[src/design/dsuf_pkg.sv]
package dsuf_pkg;

  localparam int MAX_ITEMS_DEF = 1024;
  localparam int ITEM_W        = 11;
  localparam int CNT_W         = 11;
  localparam int IN_DATA_W     = 24;
  localparam int OUT_DATA_W    = 16;
  localparam int STEP_W        = 3;

  // program steps
  localparam logic [STEP_W-1:0] S_CLR   = 3'd0;
  localparam logic [STEP_W-1:0] S_IDLE  = 3'd1;
  localparam logic [STEP_W-1:0] S_WALK1 = 3'd2;
  localparam logic [STEP_W-1:0] S_WALK2 = 3'd3;
  localparam logic [STEP_W-1:0] S_SIZE  = 3'd4;
  localparam logic [STEP_W-1:0] S_LINK  = 3'd5;
  localparam logic [STEP_W-1:0] S_OUT   = 3'd6;

  // hold conditions: stay on the current step while true
  localparam logic [2:0] H_NONE      = 3'd0;
  localparam logic [2:0] H_CLR_MORE  = 3'd1;
  localparam logic [2:0] H_NO_ACCEPT = 3'd2;
  localparam logic [2:0] H_PARENT    = 3'd3;
  localparam logic [2:0] H_OUT_BUSY  = 3'd4;

  // jump conditions: go to target instead of the next step
  localparam logic [1:0] J_NEVER  = 2'd0;
  localparam logic [1:0] J_ALWAYS = 2'd1;
  localparam logic [1:0] J_BAD    = 2'd2;
  localparam logic [1:0] J_END    = 2'd3;

  // read address source
  localparam logic RA_IN   = 1'b0;
  localparam logic RA_WALK = 1'b1;

  // write select
  localparam logic [1:0] WS_NONE = 2'd0;
  localparam logic [1:0] WS_CLR  = 2'd1;
  localparam logic [1:0] WS_SIZE = 2'd2;
  localparam logic [1:0] WS_LINK = 2'd3;

  typedef struct packed {
    logic [2:0]        hold;
    logic [1:0]        jump;
    logic [STEP_W-1:0] target;
    logic              ra_sel;
    logic [1:0]        ws;
    logic              in_ready;
    logic              ld_in;
    logic              walk;
    logic              ld_r1;
    logic              ld_r2;
    logic              inc_merge;
    logic              ld_out;
  } ctrl_t;

  typedef struct packed {
    logic accept;
    logic bad;
    logic parent;
    logic walk_end;
    logic clr_last;
    logic out_busy;
  } stat_t;

  function automatic ctrl_t ucode(input logic [STEP_W-1:0] step);
    ctrl_t w;
    w = '0;
    unique case (step)
      S_CLR: begin
        w.hold = H_CLR_MORE;
        w.ws   = WS_CLR;
      end
      S_IDLE: begin
        w.hold     = H_NO_ACCEPT;
        w.jump     = J_BAD;
        w.target   = S_OUT;
        w.ra_sel   = RA_IN;
        w.in_ready = 1'b1;
        w.ld_in    = 1'b1;
      end
      S_WALK1: begin
        w.hold   = H_PARENT;
        w.ra_sel = RA_WALK;
        w.walk   = 1'b1;
        w.ld_r1  = 1'b1;
      end
      S_WALK2: begin
        w.hold   = H_PARENT;
        w.jump   = J_END;
        w.target = S_OUT;
        w.ra_sel = RA_WALK;
        w.walk   = 1'b1;
        w.ld_r2  = 1'b1;
      end
      S_SIZE: begin
        w.ws        = WS_SIZE;
        w.inc_merge = 1'b1;
      end
      S_LINK: begin
        w.ws = WS_LINK;
      end
      S_OUT: begin
        w.hold   = H_OUT_BUSY;
        w.jump   = J_ALWAYS;
        w.target = S_IDLE;
        w.ld_out = 1'b1;
      end
      default: begin
        w.jump   = J_ALWAYS;
        w.target = S_IDLE;
      end
    endcase
    return w;
  endfunction

endpackage

[src/design/dsuf_seq.sv]
module dsuf_seq (
  input  logic            clk,
  input  logic            rst_n,
  input  logic            restart,
  input  dsuf_pkg::stat_t stat,
  output dsuf_pkg::ctrl_t ctrl
);
  import dsuf_pkg::*;

  logic [STEP_W-1:0] pc_r, pc_nxt;
  logic              hold_hit, jump_hit;

  assign ctrl = ucode(pc_r);

  always_comb begin
    unique case (ctrl.hold)
      H_NONE:      hold_hit = 1'b0;
      H_CLR_MORE:  hold_hit = !stat.clr_last;
      H_NO_ACCEPT: hold_hit = !stat.accept;
      H_PARENT:    hold_hit = stat.parent;
      H_OUT_BUSY:  hold_hit = stat.out_busy;
      default:     hold_hit = 1'b0;
    endcase
    unique case (ctrl.jump)
      J_NEVER:  jump_hit = 1'b0;
      J_ALWAYS: jump_hit = 1'b1;
      J_BAD:    jump_hit = stat.bad;
      J_END:    jump_hit = stat.walk_end;
      default:  jump_hit = 1'b0;
    endcase
  end

  always_comb begin
    priority if (restart) begin
      pc_nxt = S_CLR;
    end else if (hold_hit) begin
      pc_nxt = pc_r;
    end else if (jump_hit) begin
      pc_nxt = ctrl.target;
    end else begin
      pc_nxt = pc_r + STEP_W'(1);
    end
  end

  always_ff @(posedge clk) begin
    if (!rst_n) begin
      pc_r <= S_CLR;
    end else begin
      pc_r <= pc_nxt;
    end
  end

endmodule

[config.mk]
export PLATFORM = sky130hd
export DESIGN_NAME = dsuf_seq
export DESIGN_NICKNAME = d
export VERILOG_FILES = /design/src/design/dsuf_pkg.sv /design/src/design/dsuf_seq.sv
export SDC_FILE = /design/constraint.sdc
export NUM_CORES = 1
export LEC_CHECK = 0
export BUFFER_PORTS_ARGS = -buffer_cell sky130_fd_sc_hd__buf_2
export CAP_MARGIN = 20
export CORE_AREA = 2 2 39 41
export DETAILED_ROUTE_END_ITERATION = 10
export DIE_AREA = 0 0 41 43
export PLACE_DENSITY = 0.75
export SLEW_MARGIN = 40
export SYNTH_ARGS = -nofsm -noshare
export SYNTH_HDL_FRONTEND = slang
export SYNTH_SLANG_ARGS = --single-unit
[constraint.sdc]
create_clock -name clk -period 2.4 [get_ports clk]
set_clock_uncertainty 0.2 [all_clocks]
set_input_delay 0.12 -clock clk [delete_from_list [all_inputs] [get_ports clk]]
set_output_delay 0.12 -clock clk [all_outputs]
set_load 0.02 [all_outputs]
; ---- Yosys cells after proc, flatten, opt, wreduce, memory -nomap -nowiden
; Cells that the tools add are included.
[word_totals]
regBits = 3
inputBits = 9
word_cells = 35
[classes]
n_addsub = 1
n_eq_ne = 13
mux = 12
n_bitwise = 1
n_reduce_logical = 7
[op_table]
columns = op, n
row1 = $pmux 5 s3, 1
row2 = $eq 3x2->1 const B, 4
row3 = $eq 3x3->1 const B, 4
row4 = $pmux 3 s4, 1
row5 = $pmux 1 s4, 2
row6 = $eq 3x1->1 const B, 2
row7 = $pmux 2 s3, 1
row8 = $mux 1, 5
row9 = $eq 2x2->1 const B, 2
row10 = $reduce_or 2->1, 2
row11 = $reduce_or 4->1, 1
row12 = $add 3x1->3 const B, 1
row13 = $logic_not 3->1, 1
row14 = $mux 3, 1
row15 = $eq 2x1->1 const B, 1
row16 = $logic_not 1->1, 2
row17 = $logic_not 2->1, 1
row18 = $mux 2, 1
row19 = $not 1->1, 1

; ---- Longest topological paths before layout
; Gate-level depths: netlist of the first run.
[depth]
ltp_word = 6
ltp_mapped = 9
mapped_depth_nobuf = 7

; ---- Least setup slack after synthesis of the first run
; Ideal clock, no wire load.
[synth_path]
kind = register -> register
startpoint = register pc_r[2]
endpoint = register pc_r[0]
t_arrival_ns = 1.978
required_time_ns = 2.085
setup_slack_ns = 0.106
stages_incl_launch_ff = 9
path_buffers = 1
period_less_slack_ns = 2.294
cell_sequence = dfxtp_1 -> buf_2 -> inv_1 -> ha_1 -> or4b_1 -> a21oi_2 -> a2bb2oi_2 -> o21ai_0 -> and3_1
[synth_via]
elab_chain_len = 6
[synth_lines]
columns = element, line_no
row1 = from (decl), dsuf_seq.sv:10  ; logic [STEP_W-1:0] pc_r, pc_nxt;
row2 = from (signal assigned), dsuf_seq.sv:49  ; pc_r <= pc_nxt;
row3 = "$eq 3x2->1, or another cell as far along", dsuf_pkg.sv:69  ; unique case (step)
row4 = $reduce_or 4->1 (no source line), --
row5 = $pmux 5 s3, dsuf_pkg.sv:69
row6 = "$eq 2x2->1, or another cell as far along", dsuf_seq.sv:24  ; unique case (ctrl.jump)
row7 = $pmux 1 s4, dsuf_seq.sv:24
row8 = $mux 3, dsuf_seq.sv:38  ; end else if (jump_hit) begin
; Several ways; a longest one is shown, not always the timed one.
; A chain may end at the register's enable or synchronous reset.

==> metrics.cfg, run 1 <==
[outcome]
status = completed

[detailed_routing]
dr_total_vias = 519
ant_nets = 0
drt-total-wl_um = 1100
top_layer = met4
drt_iter0_markers = 10
drc = 0
via_per_inst = 4.76
wl_per_cell_um = 10.1
dr.pass1.iters = 4
routed-wl-met2_um = 474
wl_met1_um = 492
wl_met3_um = 110

[power_and_ir_drop]
total_power_mw = 0.362
ir_drop_mv = 0.193
p_leak_nw = 0.336
power_density_mw_per_mm2 = 566

[logic_synthesis]
async_flop_share = 0
syn_inst = 64
syn_area_per_cell_um2 = 7.14
synth_cell_type_count = 28
synth_seq_area_share = 0.132
synth.cell_area_um2 = 457
synth_seq_cells = 3
yosysWarningCount = 0
synth_edf_count = 0
synth_top_flop_cell = dfxtp_1
synthesis.nets = 78

[final_layout]
reg_top3 = pc_r x3
largest_reg_flops = 3
final_nets = 108
diodes = 0
top_register = pc_r
drive_gt1_frac = 0.409
area_growth_pct = 40.0

[grt]
grt_max_degree = 14
grt_pass1_wl_um = 1730
overflow = 0
grt_use_total = 0.144
grt_antenna_before_repair = 0
grt_pass1_vias = 456

[clock_network]
clk_latency_ns = 0.23
cts_max_level = 1
cts_sinks = 3
cts.repair.resized = 0
clk_pin_slew_ns = 0.04
cts-root-buf = clkbuf_4
cts_tree = yes
clockBufferDepth = 2
cts_buffers = 3

[worst_hold_path]
hp-class = input pin to flop
hp-start = stat[5]
worstHoldPathCells = 4

[worst_setup_path]
cp-startpoint = pc_r[1]
r2r_cells = 7
r2r-start = pc_r[0]
cp-end-kind = primary output
required_ns = 2.08
path_class = flop to primary output
worstPathMaxFanout = 6
startpoint_type = flop
arrival_ns = 1.86

[timing]
setup_viol = 0
min_period_ns = 2.18
rsz0062_at_grt = no
hold_viol = 0
tns_ns = 0
tightest_slew_ns = 0.316
slew_violations = 0
slew_headroom = 0.789
finalCritPeriodShare = 0.909
fmax_mhz = 458

[floorplanning]
fp.dieArea_mm2 = 0.00176
io_pins = 27
start_util = 0.330
core-area_mm2 = 0.00138
dieWidth_um = 41
die_y_um = 43
rows = 14

[placement]
port_buffers = 26
gp_congestion = 0.805
dp_hpwl_um = 871

[job]
maxCapViolCount = 0

==> cell usage in the layout (no fill, tap or decap), types with 2 or more instances in the layout <==
cell type / n
ha_1: 5
nor2_1: 4
or2_2: 3
nor3_1: 2
and2_1: 3
nor2b_1: 4
nand3_1: 3
buf_4: 2
clkbuf_4: 3
a21oi_1: 7
inv_1: 5
nand2_1: 3
buf_2: 26
o21ai_0: 3
dfxtp_1: 3
dlygate4sd3_1: 3
==> cells in the mapped netlist (all sizes together) (2+ instances only) <==
library cell  count  share of area
a21oi             8          0.096
nand2             3          0.025
o21ai             3          0.033
ha                5           0.14
and2              3          0.041
buf               5          0.077
nand3             3          0.033
nor2b             4          0.055
nor3              2          0.022
dfxtp             3           0.13
nor2              4          0.033
or2               3          0.041
inv               5          0.041
==> cell type report <==
type                       count  area (um^2)
tap                           16         20.0
fill                         138          744
multi-input combinational     50          339
clock buffer                   4         26.3
timing repair buffer          31          175
inverter                       5         18.8
sequential                     3         60.1
==> cell families (layout without fill, tap and decap cells) <==
group	Yosys count	after routing	share of synthesized area
DFF	3	3	0.132
and+or+nand+nor	28	28	0.351
muxes	1	1	0.0247
adders and majority gates	5	5	0.137
AOI/OAI and AO/OA	16	16	0.230
buffers and inverters	11	40	0.126
==> power breakdown <==
part | total (mW) | switching, mW | internal, mW
Combinational | 0.215 | 0.130 | 0.0854
Sequential | 0.0601 | 0.00452 | 0.0556
Clock | 0.0869 | 0.0246 | 0.0622
Total | 0.362 | 0.159 | 0.203
==> layer usage <==
| metal | up-vias | global-route usage |
|---|---|---|
| met4 | 0 | 0.100 |
| met2 | 25 | 0.219 |
| li1 | 274 | - |
| met1 | 218 | 0.154 |
| met3 | 2 | 0.0524 |
| met5 | - | 0 |
==> metrics by stage <==
step	std cells	hold slack [ns]	area [um^2]	util	setup slack, ns
after global routing	109	0.184	639	0.462	0.0556
after CTS	109	0.146	639	0.462	0.185
final	109	0.152	639	0.462	0.219
after detailed placement	102	0.206	583	0.421	0.229
after global placement	102	0.205	583	0.421	0.289
after floorplan	64	0.0745	457	-	0.106
==> what timing repair did <==
action,CTS,global route
hold endpoints to repair,3,0
buffers inserted,0,0
hold buffers,3,0
==> critical path: stages (launching register included) <==
cell and delay (ns):
dfxtp_1 0.37, inv_1 0.08, ha_1 0.23, or3b_2 0.47
a21oi_1 0.26, buf_2 0.22
==> worst paths after layout <==
check / end / slack (ns)
min reg2reg: pc_r[1] / 0.34
max reg2reg: pc_r[0] / 0.22
min: pc_r[2] / 0.15
max: ctrl[10] / 0.22
(Power assumes the default switching activity.)
==> run 2, diff against run 1 <==
Settings changed: RECOVER_POWER set to 50.
==> metrics.cfg, run 2 (synthesis results as in run 1) <==
[timing]
finalCritPeriodShare = 0.911
hold_viol = 0
tns_ns = 0
rsz0062_at_grt = no
slew_headroom = 0.790
min_period_ns = 2.19
fmax_mhz = 457
slew_violations = 0
setup_viol = 0
tightest_slew_ns = 0.314

[grt]
grt_max_degree = 14
grt_pass1_wl_um = 1730
grt_pass1_vias = 456
grt_use_total = 0.144
grt_antenna_before_repair = 0
overflow = 0

[final_layout]
diodes = 0
final_cell_mix = 17 x buf_2, 10 x clkbuf_1, 7 x a21oi_1, 5 x inv_1, 5 x ha_1
reg_top3 = pc_r x3
fin_cells = 109
layout_commonest_cell = buf_2
drive_gt1_frac = 0.312
area_growth_pct = 37.5
largest_reg_flops = 3
top_register = pc_r
final_nets = 108

[detailed_routing]
ant_nets = 0
wl_per_cell_um = 10.2
drt-total-wl_um = 1120
via_per_inst = 4.75
dr_total_vias = 518
drt_iter0_markers = 10
drc = 0
dr.pass1.iters = 4

[worst_setup_path]
r2r-start = pc_r[0]
slowest_stage = or3b_2
startpoint_type = flop
cp_slowest_stage_delay_ns = 0.47
required_ns = 2.08
crit_chain = inv_1 -> ha_1 -> or3b_2 -> a21oi_1 -> buf_2
r2r-end = pc_r[0]
arrival_ns = 1.87
cp-end-kind = primary output
r2r_slack_ns = 0.22
critical_path_buf_inv_count = 2
path_class = flop to primary output
r2r_cells = 7
cpLargestDelayFamily = simple AND/OR/NAND/NOR gates
worstPathMaxFanout = 6

[worst_hold_path]
hp-start = stat[5]
worstHoldPathCells = 4
hp-class = input pin to flop
min_to = pc_r[2]

[clock_network]
cts_buffers = 3
cts_sinks = 3
clockBufferDepth = 2
postCtsSetupRepairBufs = 0
cts_max_level = 1
cts_tree = yes
clk_pin_slew_ns = 0.04
clk_latency_ns = 0.23
cts-root-buf = clkbuf_4

[job]
maxCapViolCount = 0

[floorplanning]
core-area_mm2 = 0.00138
fp.dieArea_mm2 = 0.00176
io_pins = 27
dieWidth_um = 41
die_y_um = 43
rows = 14
start_util = 0.330

[placement]
dp_hpwl_um = 871
dp_cells = 102
gp_congestion = 0.805
port_buffers = 26

[power_and_ir_drop]
power_density_mw_per_mm2 = 571
p_leak_nw = 0.300
ir_drop_mv = 0.193

[outcome]
status = completed

run 2: tightest hold or removal path: stages:
cell       delay [ns]
buf_2            0.10
a2bb2oi_2        0.07
nor3_1           0.18
nor3_1           0.06
run 2: area by class of cell:
type	instances	area (um^2)
tap	16	20.0
timing repair buffer	31	164
inverter	5	18.8
clock buffer	4	26.3
fill	144	756
multi-input combinational	50	339
sequential	3	60.1
run 2: timing repair:
item,CTS,global route
setup endpoints to repair,0,0
resized for setup,0,0
hold buffers,3,0
hold endpoints to repair,3,0
run 2: stage by stage:
step                area (um^2)  utilization  worst slack, ns  hold slack [ns]  total power [mW]
finish                      628        0.454            0.213            0.152             0.358
detailed placement          583        0.421            0.229            0.206             0.272
CTS                         639        0.462            0.185            0.146             0.369
global route                628        0.454           0.0556            0.184             0.401
floorplan                   457            -            0.106           0.0745             0.223
global placement            583        0.421            0.289            0.205             0.269
run 2: worst max path at each step:
stage,from,end,slack [ns],depth (start not counted)
after detailed placement,pc_r[0],pc_r[0],0.23,7
after floorplan,pc_r[2],pc_r[0],0.11,8
final,pc_r[1],ctrl[10],0.21,5
after global routing,pc_r[0],pc_r[0],0.06,7
after global placement,pc_r[0],pc_r[0],0.29,7
after CTS,pc_r[1],ctrl[10],0.18,5
run 2: where the power goes:
part	total (mW)	internal [mW]	switching, mW
sequential	0.0601	0.0556	0.00454
clock	0.0869	0.0622	0.0247
combinational	0.211	0.0806	0.131
total	0.358	0.198	0.160
run 2: routing by layer:
metal / track usage / wire (um) / vias to the layer above
li1: - / - / 274
met1: 0.154 / 508 / 217
met2: 0.219 / 475 / 25
met3: 0.0524 / 108 / 2
met4: 0.100 / 23 / 0
met5: 0 / 0 / -
==> run 3, diff against run 2 <==
==> constraint.sdc (replaced) <==
create_clock -name clk -period 2.4 [get_ports clk]
set_clock_uncertainty 0.2 [all_clocks]
set_input_delay 0.12 -clock clk [delete_from_list [all_inputs] [get_ports clk]]
set_output_delay 0.12 -clock clk [all_outputs]
set_load 0.005 [all_outputs]
==> metrics.cfg, run 3 (synthesis results as in run 1) <==
[worst_setup_path]
cp-startpoint = pc_r[0]
path_class = flop to flop
cp_slowest_stage_delay_ns = 0.49
r2r-start = pc_r[0]
startpoint_type = flop
cp-end-kind = flop
crit_chain = inv_1 -> ha_1 -> or4b_1 -> a21oi_2 -> a2bb2oi_2 -> o21ai_0 -> and3_1
worstPathMaxFanout = 6
slowest_stage = or4b_1
required_ns = 2.32
arrival_ns = 2.09

[power_and_ir_drop]
power_density_mw_per_mm2 = 502
p_leak_nw = 0.305
ir_drop_mv = 0.189

[clock_network]
clockBufferDepth = 2
cts-root-buf = clkbuf_4
clk_pin_slew_ns = 0.04
cts.repair.resized = 0
cts_max_level = 1
cts_buffers = 3
postCtsSetupRepairBufs = 0
cts_tree = yes
cts_sinks = 3
clk_latency_ns = 0.23

[grt]
use_met3 = 0.0524
grt_use_met1 = 0.154
grt_pass1_vias = 456
grt_use_total = 0.144
overflow = 0
grt.busiest_layer = met2
grt_antenna_before_repair = 0
grt_pass1_wl_um = 1730
grt_util_met2 = 0.219
grt_max_degree = 14

[detailed_routing]
wl_per_cell_um = 10.2
ant_nets = 0
drt_iter0_markers = 10
drc = 0
dr.pass1.iters = 4
dr_total_vias = 519
via_per_inst = 4.76
drt-total-wl_um = 1110

[placement]
port_buffers = 26
gp_congestion = 0.805
dp_hpwl_um = 871
place_ws_ns = 0.229

[final_layout]
reg_top3 = pc_r x3
area_growth_pct = 37.5
drive_gt1_frac = 0.333
layout_commonest_cell = buf_2
diodes = 0
final_cell_mix = 20 x buf_2, 7 x a21oi_1, 7 x clkbuf_1, 5 x inv_1, 5 x ha_1
top_register = pc_r
final_nets = 108
largest_reg_flops = 3

[floorplanning]
io_pins = 27
core-area_mm2 = 0.00138
dieWidth_um = 41
die_y_um = 43
fp.dieArea_mm2 = 0.00176
rows = 14
start_util = 0.330

[job]
maxCapViolCount = 0

[timing]
finalCritPeriodShare = 0.907
tightest_slew_ns = 0.453
hold_viol = 0
slew_violations = 0
tns_ns = 0
final.setup.worst_slack_ns = 0.224
setup_viol = 0
rsz0062_at_grt = no
min_period_ns = 2.18
fmax_mhz = 459
slew_headroom = 0.698

[outcome]
status = completed

[worst_hold_path]
hp-start = stat[5]
hp-class = input pin to flop

==> run 3: cell count changes in the layout (fill, tap and decap cells not counted), sizes merged <==
cell,change
buf,+3
clkbuf,-3
==> run 3: layer usage <==
metal | part of all wire | wire [um]
met1 | 0.44 | 493
met2 | 0.43 | 476
met3 | 0.10 | 114
met4 | 0.021 | 23
met5 | 0 | 0
==> run 3: cell type report <==
class,instances,area (um^2)
Clock buffer,4,26.3
Fill cell,143,756
Inverter,5,18.8
Multi-Input combinational cell,50,339
Sequential cell,3,60.1
Tap cell,16,20.0
Timing Repair Buffer,31,164
==> run 3: path summary, 6_finish.rpt <==
| kind | end | slack (ns) | depth (start not counted) |
|---|---|---|---|
| min | pc_r[2] | 0.15 | 4 |
| max reg2reg | pc_r[0] | 0.22 | 7 |
| max | pc_r[0] | 0.22 | 7 |
| min reg2reg | pc_r[1] | 0.34 | 2 |
==> run 3: metrics by stage <==
stage,utilization,cell area [um^2],cells,hold WS [ns],power [mW]
detailed placement,0.421,583,102,0.206,0.228
global placement,0.421,583,102,0.205,0.225
global route,0.454,628,109,0.184,0.358
finish,0.454,628,109,0.153,0.315
floorplan,-,457,64,0.0745,0.179
CTS,0.462,639,109,0.146,0.325
==> run 3: where the power goes <==
group / switching (mW) / leakage (nW) / internal (mW) / total, mW
logic: 0.0873 / 0.266 / 0.0808 / 0.168
registers: 0.00451 / 0.0245 / 0.0556 / 0.0601
clock network: 0.0247 / 0.0150 / 0.0622 / 0.0869
total: 0.116 / 0.305 / 0.199 / 0.315
==> run 3: what timing repair did <==
action	CTS	global route
endpoints found under the setup margin	0	0
endpoints found under the hold margin	3	0
hold buffers	3	0
==> run 3: worst max-delay path, delay by kind of cell, from the launching register on <==
kind	cells	cell delay (ns)
and+or+nand+nor	2	0.66
AOI/OAI and AO/OA	3	0.45
DFF	1	0.37
adders and majority gates	1	0.27
buffers and inverters	1	0.11
